$ cat config.mk
export PLATFORM = sky130hd
export DESIGN_NAME = slot_pool_evict_oldest
export DESIGN_NICKNAME = d
export VERILOG_FILES = /design/src/rtl/core/speo_pkg.sv /design/src/rtl/core/speo_cell.sv /design/src/rtl/core/speo_queue.sv /design/src/rtl/core/slot_pool_evict_oldest.sv
export VERILOG_INCLUDE_DIRS = /design/src /design/src/rtl/core
export SDC_FILE = /design/constraint.sdc
export NUM_CORES = 2
export LEC_CHECK = 0
export CAP_MARGIN = 20
export CORE_AREA = 2 2 477 479
export CTS_CLUSTER_SIZE = 14
export DETAILED_ROUTE_END_ITERATION = 7
export DIE_AREA = 0 0 479 481
export DONT_BUFFER_PORTS = 1
export PLACE_DENSITY = 0.61
export RECOVER_POWER = 25
export SYNTH_ARGS = -nofsm -noshare
export SYNTH_HDL_FRONTEND = slang
export SYNTH_SLANG_ARGS = --single-unit
export TNS_END_PERCENT = 20
$ cat constraint.sdc
create_clock -name clk -period 6.65 [get_ports clk]
set_input_delay 0.3325 -clock clk [delete_from_list [all_inputs] [get_ports clk]]
set_output_delay 0.3325 -clock clk [all_outputs]
set_load 0.01 [all_outputs]
$ cat src/rtl/core/slot_pool_evict_oldest_defines.svh
// Assertion macros shared by the pool logic.
// Each macro expects a clock named clk and an active-low reset named rst_n in scope.
`ifndef SLOT_POOL_EVICT_OLDEST_DEFINES_SVH
`define SLOT_POOL_EVICT_OLDEST_DEFINES_SVH

// The consequence must hold in the same cycle as the antecedent.
`define SPEO_ASSERT_SAME(label, ante, cons, msg) \
    label: assert property (@(posedge clk) disable iff (!rst_n) (ante) |-> (cons)) \
        else $error(msg);

// The consequence must hold in the cycle after the antecedent.
`define SPEO_ASSERT_NEXT(label, ante, cons, msg) \
    label: assert property (@(posedge clk) disable iff (!rst_n) (ante) |=> (cons)) \
        else $error(msg);

`endif

$ cat src/rtl/core/speo_pkg.sv
`default_nettype none

package speo_pkg;

    localparam int unsigned MAX_SLOTS_DEF  = 64;
    localparam int unsigned OWNER_BITS_DEF = 16;
    localparam int unsigned CAPACITY_RESET = 10;

    localparam logic [1:0] CMD_CLEAR   = 2'd0;
    localparam logic [1:0] CMD_ALLOC   = 2'd1;
    localparam logic [1:0] CMD_RELEASE = 2'd2;

    typedef enum logic [1:0] {
        CELL_HOLD,
        CELL_SHIFT,
        CELL_LOAD,
        CELL_INIT
    } cell_op_t;

    typedef struct packed {
        logic clr;
        logic rm;
        logic ap;
    } qop_t;

endpackage

`default_nettype wire

$ cat src/rtl/core/speo_cell.sv
`default_nettype none

module speo_cell
    import speo_pkg::*;
#(
    parameter int unsigned W = 8,
    parameter logic [W-1:0] INIT_VAL = '0
)
(
    input  wire logic         clk,
    input  wire logic         rst_n,
    input  wire cell_op_t     op,
    input  wire logic [W-1:0] up_data,
    input  wire logic [W-1:0] load_data,
    output logic      [W-1:0] q
);

    logic [W-1:0] data_reg;
    logic [W-1:0] data_next;

    always_comb
    begin
        case (op)
            CELL_SHIFT: data_next = up_data;
            CELL_LOAD:  data_next = load_data;
            CELL_INIT:  data_next = INIT_VAL;
            default:    data_next = data_reg;
        endcase
    end

    always_ff @(posedge clk or negedge rst_n)
    begin
        if (!rst_n)
        begin
            data_reg <= INIT_VAL;
        end
        else
        begin
            data_reg <= data_next;
        end
    end

    assign q = data_reg;

endmodule

`default_nettype wire

$ cat src/rtl/core/speo_queue.sv
`default_nettype none

module speo_queue
    import speo_pkg::*;
#(
    parameter int unsigned DEPTH     = MAX_SLOTS_DEF,
    parameter int unsigned W         = 8,
    parameter int unsigned RST_COUNT = 0,
    localparam int unsigned IDX_W    = $clog2(DEPTH),
    localparam int unsigned CNT_W    = $clog2(DEPTH + 1)
)
(
    input  wire logic                       clk,
    input  wire logic                       rst_n,
    input  wire qop_t                       qop,
    input  wire logic [IDX_W-1:0]           rm_pos,
    input  wire logic [W-1:0]               ap_data,
    input  wire logic [CNT_W-1:0]           clr_count,
    output logic      [DEPTH-1:0][W-1:0]    entries,
    output logic      [CNT_W-1:0]           count
);

    // Removing an entry shifts every younger entry one cell toward the head;
    // an appended entry lands at the tail after that shift.
    logic [CNT_W-1:0] cnt_reg;
    logic [CNT_W-1:0] cnt_next;
    logic [CNT_W-1:0] tail;

    assign tail = cnt_reg - CNT_W'(qop.rm);

    always_comb
    begin
        if (qop.clr)
        begin
            cnt_next = clr_count;
        end
        else
        begin
            cnt_next = cnt_reg - CNT_W'(qop.rm) + CNT_W'(qop.ap);
        end
    end

    always_ff @(posedge clk or negedge rst_n)
    begin
        if (!rst_n)
        begin
            cnt_reg <= CNT_W'(RST_COUNT);
        end
        else
        begin
            cnt_reg <= cnt_next;
        end
    end

    assign count = cnt_reg;

    for (genvar i = 0; i < DEPTH; i++)
    begin : g_cell
        cell_op_t     op;
        logic [W-1:0] up;

        if (i < DEPTH - 1)
        begin : g_up
            assign up = entries[i+1];
        end
        else
        begin : g_top
            assign up = entries[i];
        end

        always_comb
        begin
            if (qop.clr)
            begin
                op = CELL_INIT;
            end
            else if (qop.ap && (tail == CNT_W'(i)))
            begin
                op = CELL_LOAD;
            end
            else if (qop.rm && (IDX_W'(i) >= rm_pos))
            begin
                op = CELL_SHIFT;
            end
            else
            begin
                op = CELL_HOLD;
            end
        end

        speo_cell #(
            .W        (W),
            .INIT_VAL (W'(i))
        ) u_cell (
            .clk       (clk),
            .rst_n     (rst_n),
            .op        (op),
            .up_data   (up),
            .load_data (ap_data),
            .q         (entries[i])
        );
    end

endmodule

`default_nettype wire

$ cat src/rtl/core/slot_pool_evict_oldest.sv
// Channel   Direction  Contents
// s_axis    in         tdata: owner_id, slot_in; tuser: command, has_slot
// m_axis    out        tdata: slot_out, evicted_owner; tuser: evicted, status
// cfg       in         pool_capacity, written when cfg_wr_en is high
//
// The whole update of both cell chains and the result register happens at the edge
// that accepts a transaction, so s_axis_tready stays high while the result register
// is empty or being drained in the same cycle.
// Reset leaves the pool as after a clear with capacity ten and no slot taken.
// A stalled result holds the input off; nothing else stalls the block.
`default_nettype none

`include "slot_pool_evict_oldest_defines.svh"

module slot_pool_evict_oldest
    import speo_pkg::*;
#(
    parameter int unsigned MAX_SLOTS  = MAX_SLOTS_DEF,
    parameter int unsigned OWNER_BITS = OWNER_BITS_DEF,
    localparam int unsigned SW     = $clog2(MAX_SLOTS),
    localparam int unsigned CNT_W  = $clog2(MAX_SLOTS + 1),
    localparam int unsigned DATA_W = ((OWNER_BITS + SW + 7) / 8) * 8
)
(
    input  wire logic              clk,
    input  wire logic              rst_n,
    input  wire logic              s_axis_tvalid,
    output logic                   s_axis_tready,
    input  wire logic [DATA_W-1:0] s_axis_tdata,  // owner_id, slot_in, zero fill
    input  wire logic [2:0]        s_axis_tuser,  // command, has_slot
    output logic                   m_axis_tvalid,
    input  wire logic              m_axis_tready,
    output logic      [DATA_W-1:0] m_axis_tdata,  // slot_out, evicted_owner, zero fill
    output logic      [1:0]        m_axis_tuser,  // evicted, status
    input  wire logic              cfg_wr_en,
    input  wire logic [CNT_W-1:0]  cfg_wr_data
);

    localparam int unsigned TW       = OWNER_BITS + SW;
    localparam int unsigned CNT_MAX  = (1 << CNT_W) - 1;
    localparam int unsigned CAP_RST  = (CAPACITY_RESET > CNT_MAX) ? CNT_MAX : CAPACITY_RESET;
    localparam int unsigned FREE_RST = (CAPACITY_RESET > MAX_SLOTS) ? MAX_SLOTS : CAPACITY_RESET;

    logic [CNT_W-1:0] cap_reg;
    logic [CNT_W-1:0] cap_sat;

    logic                  accept;
    logic [1:0]            cmd;
    logic [OWNER_BITS-1:0] owner;
    logic [SW-1:0]         slot;
    logic                  has;

    logic [MAX_SLOTS-1:0][TW-1:0] taken_q;
    logic [MAX_SLOTS-1:0][SW-1:0] free_q;
    logic [CNT_W-1:0]             taken_cnt;
    logic [CNT_W-1:0]             free_cnt;

    logic [MAX_SLOTS-1:0] match;
    logic [SW-1:0]        rel_pos;
    logic                 in_pool;
    logic                 evict;
    logic                 grant;
    logic                 rel_ok;
    logic [SW-1:0]        grant_slot;
    logic [SW-1:0]        oldest_slot;
    logic [OWNER_BITS-1:0] oldest_owner;

    qop_t             taken_op;
    qop_t             free_op;
    logic [SW-1:0]    taken_rm_pos;

    logic [SW-1:0]         res_slot;
    logic [OWNER_BITS-1:0] res_owner;
    logic                  res_status;

    logic              m_valid_reg;
    logic [DATA_W-1:0] m_data_reg;
    logic [1:0]        m_user_reg;

    always_ff @(posedge clk or negedge rst_n)
    begin
        if (!rst_n)
        begin
            cap_reg <= CNT_W'(CAP_RST);
        end
        else if (cfg_wr_en)
        begin
            cap_reg <= cfg_wr_data;
        end
    end

    always_comb
    begin
        if (cap_reg == '0)
        begin
            cap_sat = CNT_W'(1);
        end
        else if (cap_reg > CNT_W'(MAX_SLOTS))
        begin
            cap_sat = CNT_W'(MAX_SLOTS);
        end
        else
        begin
            cap_sat = cap_reg;
        end
    end

    assign s_axis_tready = !m_valid_reg || m_axis_tready;
    assign accept        = s_axis_tvalid && s_axis_tready;

    assign cmd   = s_axis_tuser[1:0];
    assign has   = s_axis_tuser[2];
    assign owner = s_axis_tdata[OWNER_BITS-1:0];
    assign slot  = s_axis_tdata[OWNER_BITS +: SW];

    assign oldest_slot  = taken_q[0][SW-1:0];
    assign oldest_owner = taken_q[0][TW-1:SW];

    // Taken slots sit in age order, and a slot appears in at most one live cell.
    always_comb
    begin
        match   = '0;
        rel_pos = '0;
        for (int i = 0; i < MAX_SLOTS; i++)
        begin
            if ((CNT_W'(i) < taken_cnt) && (taken_q[i][SW-1:0] == slot))
            begin
                match[i] = 1'b1;
            end
        end
        for (int i = 0; i < MAX_SLOTS; i++)
        begin
            if (match[i])
            begin
                rel_pos = rel_pos | SW'(i);
            end
        end
    end

    assign in_pool    = {1'b0, slot} < (SW+1)'(MAX_SLOTS);
    assign evict      = (cmd == CMD_ALLOC) && (free_cnt == '0) && (taken_cnt != '0);
    assign grant      = (cmd == CMD_ALLOC) && ((free_cnt != '0) || (taken_cnt != '0));
    assign rel_ok     = (cmd == CMD_RELEASE) && has && in_pool && (match != '0);
    assign grant_slot = evict ? oldest_slot : free_q[0];

    always_comb
    begin
        taken_op.clr = accept && (cmd == CMD_CLEAR);
        taken_op.rm  = accept && (evict || rel_ok);
        taken_op.ap  = accept && grant;
        free_op.clr  = accept && (cmd == CMD_CLEAR);
        free_op.rm   = accept && grant && !evict;
        free_op.ap   = accept && rel_ok;
        taken_rm_pos = evict ? '0 : rel_pos;
    end

    speo_queue #(
        .DEPTH     (MAX_SLOTS),
        .W         (TW),
        .RST_COUNT (0)
    ) u_taken (
        .clk       (clk),
        .rst_n     (rst_n),
        .qop       (taken_op),
        .rm_pos    (taken_rm_pos),
        .ap_data   ({owner, grant_slot}),
        .clr_count ('0),
        .entries   (taken_q),
        .count     (taken_cnt)
    );

    speo_queue #(
        .DEPTH     (MAX_SLOTS),
        .W         (SW),
        .RST_COUNT (FREE_RST)
    ) u_free (
        .clk       (clk),
        .rst_n     (rst_n),
        .qop       (free_op),
        .rm_pos    ('0),
        .ap_data   (slot),
        .clr_count (cap_sat),
        .entries   (free_q),
        .count     (free_cnt)
    );

    always_comb
    begin
        if (grant)
        begin
            res_slot = grant_slot;
        end
        else if (rel_ok)
        begin
            res_slot = slot;
        end
        else
        begin
            res_slot = '0;
        end
        res_owner  = evict ? oldest_owner : '0;
        res_status = (cmd == CMD_RELEASE) && !rel_ok;
    end

    always_ff @(posedge clk or negedge rst_n)
    begin
        if (!rst_n)
        begin
            m_valid_reg <= 1'b0;
        end
        else if (accept)
        begin
            m_valid_reg <= 1'b1;
        end
        else if (m_axis_tready)
        begin
            m_valid_reg <= 1'b0;
        end
    end

    always_ff @(posedge clk)
    begin
        if (accept)
        begin
            m_data_reg <= DATA_W'({res_owner, res_slot});
            m_user_reg <= {res_status, evict};
        end
    end

    assign m_axis_tvalid = m_valid_reg;
    assign m_axis_tdata  = m_data_reg;
    assign m_axis_tuser  = m_user_reg;

    `SPEO_ASSERT_SAME(a_slots_bounded, 1'b1,
        ((CNT_W+1)'(free_cnt) + (CNT_W+1)'(taken_cnt) <= (CNT_W+1)'(MAX_SLOTS)),
        "free and taken slots exceed the pool")
    `SPEO_ASSERT_SAME(a_pool_not_empty, 1'b1, (free_cnt != '0) || (taken_cnt != '0),
        "pool holds neither free nor taken slots")
    `SPEO_ASSERT_SAME(a_unique_taken, 1'b1, $onehot0(match),
        "a slot is taken twice")
    `SPEO_ASSERT_NEXT(a_result_follows, accept, m_axis_tvalid,
        "accepted transaction left no result")
    `SPEO_ASSERT_NEXT(a_grant_taken, accept && grant, taken_cnt != '0,
        "granted slot missing from the taken chain")

endmodule

`default_nettype wire
==> flow_summary.yaml <==
synthesis:
  synth.area.mux_share: 0.1554
  synth-main-ff-cell: "dfrtp_1"
  synth_cells: 9913
  synth-xor-area-share: 0.03719
  synth_cell_type_count: 90
  synth-edff-count: 24
  synth_compound_area_frac: 0.1691
  syn-cell-area_um2: 96570
  synth_area_leaders: "dfrtp_1, mux2i_1, dfstp_2"
  synth_top_area_frac: 0.3695
  ys_seq_area_frac: 0.4826
  synth-simple-area-share: 0.1108
  synth_top_family_by_area: "compound AO/OA/AOI/OAI gates"
  synthAdderAreaFrac: 0.001037
  ys_seq_elements: 1838
  yosys_warnings: 0
  synth_area_leader_cell: "dfrtp_1"
  synth_async_sr_flop_share: 0.9869
  syn_avg_cell_area_um2: 9.741
worst_setup_path:
  r2r_start: "u_taken.count[6]$_DFF_PN0_"
  path_max_fanout: 41
  critPathLaunchType: "register"
  crit_family: "simple AND/OR/NAND/NOR gates"
  reg2reg_slack_ns: 0.25
  path_class: "register to register"
  crit_path_top_delay_cell: "dfrtp_1"
  crit_top_cell: "buf_4"
  path_cells: "buf_4 > buf_4 > nor4bb_2 > a2111oi_0 > nand3_1 > nand4_1 > or4_4 > nor4b_4 > a21o_2 > inv_2 > ha_1 > ha_1 > xnor2_1 > nand2_1 > nor2_1 > buf_4 > nand2_1 > buf_4 > nor2_1 > dlygate4sd3_1 > a211oi_1"
  cp_slowest_stage_delay_ns: 0.60
  cp.arrival_ns: 7.11
  endpoint_kind: "register"
  crit-reg2reg-capture: "u_taken.g_cell[42].u_cell.q[12]$_DFFE_PN0P_"
  worstRegToRegCells: 21
  required_ns: 7.36
  cp_num_buf_inv: 6
layout:
  drive_gt1_frac: 0.1597
  synthToLayoutAreaGrowth_pct: 12.34
  largest_reg_flops: 1408
  layout_common_cells: "nand2_1, dfrtp_1, mux2i_1"
  layout_commonest_cell: "nand2_1"
  fin_nets: 9633
pwr:
  finalPower_mw: 30.79
  p_leak_nw: 47.76
  power.density_nw_per_um2: 283.9
  ir_drop_mv: 0.2785
sta:
  fin_crit_sh: 0.9619
  hold_ws_ns: 0.07817
  skew_ns: 0.06798
  slew_headroom: -1.092
  rsz0062_at_grt: "no"
  slew_violations: 359
  finalHoldViolCount: 0
  setup_tns_ns: 0
  setup_viol: 0
  period_needed_ns: 6.397
  fmax_ghz: 0.1563
  worst_pin_slew_ns: 3.138
clock_tree:
  cts_setup_buffers: 0
  clkLatencyLatePin_ns: 0.87
  path_clk_slew_ns: 0.06
  cts_max_level: 4
  cts-root-buf: "clkbuf_16"
  cts_buffers: 199
  cts_buffer_depth: 3
  cts_tree: "done"
  clock_sinks: 1838
die:
  initial_core_util: 0.4278
  dieArea_um2: 230400
  num_rows: 175
  core_area_um2: 225700
  die_w_um: 479
  io_pins: 67
  die_y_um: 481
detailed_routing:
  dr.pass1.iters: 6
  drc: 0
  wl_per_cell_um: 22.81
  ant_nets: 0
  wl_mm: 291.4
  vias: 74250
  viasPerCell: 5.814
  dr.first_iter.drc_count: 7058
grt:
  grt_overflow: 0
  grt_pass1_wl_mm: 455.2
  grt_pass1_vias: 73120
  grt_antenna_before_repair: 14
  grt_max_degree: 247
  grt_use_total: 0.2496
outcome:
  failed_checks: "max-capacitance violations, max-slew violations"
  status: "complete, but fails checks"
run:
  cap_violations: 4
place:
  port_buffers: 0
  gp_congestion: 0.9508
  dpl.hpwl_mm: 178.7
worst_hold_path:
  holdCritPathClass: "input port to async pin"
[where the power goes]
| part | internal (mW) | total [mW] | switching, mW |
|---|---|---|---|
| combinational | 2.14 | 5.10 | 2.96 |
| clock | 6.74 | 11.5 | 4.78 |
| sequential | 13.1 | 14.2 | 1.11 |
[final cells by class]
class	instances	area [µm²]
repair buffers	472	4989
diodes	7	17.52
clock inverters	67	923.4
flip-flops and latches	1838	46600
fillers	20850	117300
inverters	19	78.83
well taps	3009	3765
multi-input cells	7056	46150
clock buffers	304	5957
[Yosys cell counts (all sizes together), types with 9 or more instances]
| master | number |
|---|---|
| a2111oi | 79 |
| a211oi | 108 |
| a21o | 85 |
| a21oi | 949 |
| a22oi | 44 |
| a31oi | 161 |
| and2 | 94 |
| and3 | 18 |
| buf | 215 |
| clkbuf | 786 |
| dfrtp | 1426 |
| dfstp | 388 |
| edfxtp | 24 |
| inv | 18 |
| mux2 | 370 |
| mux2i | 1068 |
| nand2 | 1560 |
| nand2b | 12 |
| nand3 | 96 |
| nand4 | 94 |
| nor2 | 399 |
| nor3 | 101 |
| nor4 | 46 |
| nor4b | 9 |
| o2111ai | 11 |
| o211ai | 31 |
| o21a | 24 |
| o21ai | 612 |
| o221ai | 14 |
| o22ai | 75 |
| o2bb2ai | 18 |
| o31ai | 432 |
| or2 | 10 |
| or3 | 24 |
| or4 | 15 |
| xnor2 | 242 |
| xor2 | 168 |
[layer usage]
layer	GRT usage	part of all wire	up-vias
li1	-	-	34640
met1	0.3433	0.45	37250
met2	0.4054	0.47	1875
met3	0.03454	0.049	490
met4	0.08299	0.033	2
met5	0	0.000045	-
[per-stage QoR]
| stage | std cells | instance area (µm²) | worst slack, ns | util |
|---|---|---|---|---|
| floorplan | 9914 | 96570 | 0.5869 | - |
| global placement | 12300 | 100200 | 0.2377 | 0.4439 |
| detailed placement | 12300 | 100200 | 0.2960 | 0.4441 |
| CTS | 12760 | 108400 | 0.1330 | 0.4802 |
| global route | 12770 | 108500 | 0.05802 | 0.4805 |
| finish | 12770 | 108500 | 0.2532 | 0.4805 |
[timing repair]
action | CTS | global route
endpoints found under the hold margin | 1781 | 0
endpoints found under the setup margin | 0 | 35
hold buffers | 88 | 0
resized for setup | 0 | 7
[worst max path at each step]
stage          depth (start not counted)                       start  slack (ns)                                           to
2_1_floorplan                         23  u_taken.count[6]$_DFF_PN0_        0.59  u_taken.g_cell[29].u_cell.q[12]$_DFFE_PN0P_
3_3_place_gp                          17  u_taken.count[5]$_DFF_PN0_        0.24   u_taken.g_cell[6].u_cell.q[12]$_DFFE_PN0P_
3_5_place_dp                          20  u_taken.count[6]$_DFF_PN0_        0.30   u_taken.g_cell[23].u_cell.q[7]$_DFFE_PN0P_
4_1_cts                               23  u_taken.count[6]$_DFF_PN0_        0.13  u_taken.g_cell[40].u_cell.q[15]$_DFFE_PN0P_
5_1_grt                               23  u_taken.count[5]$_DFF_PN0_        0.06  u_taken.g_cell[40].u_cell.q[16]$_DFFE_PN0P_
6_report                              21  u_taken.count[6]$_DFF_PN0_        0.25  u_taken.g_cell[42].u_cell.q[12]$_DFFE_PN0P_
[cells by family after synthesis]
family / after synthesis
xor+xnor: 410
other cells: 1
buf+inv: 1020
compound gates: 2694
mux: 1438
flops: 1838
fa+ha+maj: 8
simple gates: 2504
(Power assumes the default switching activity.)
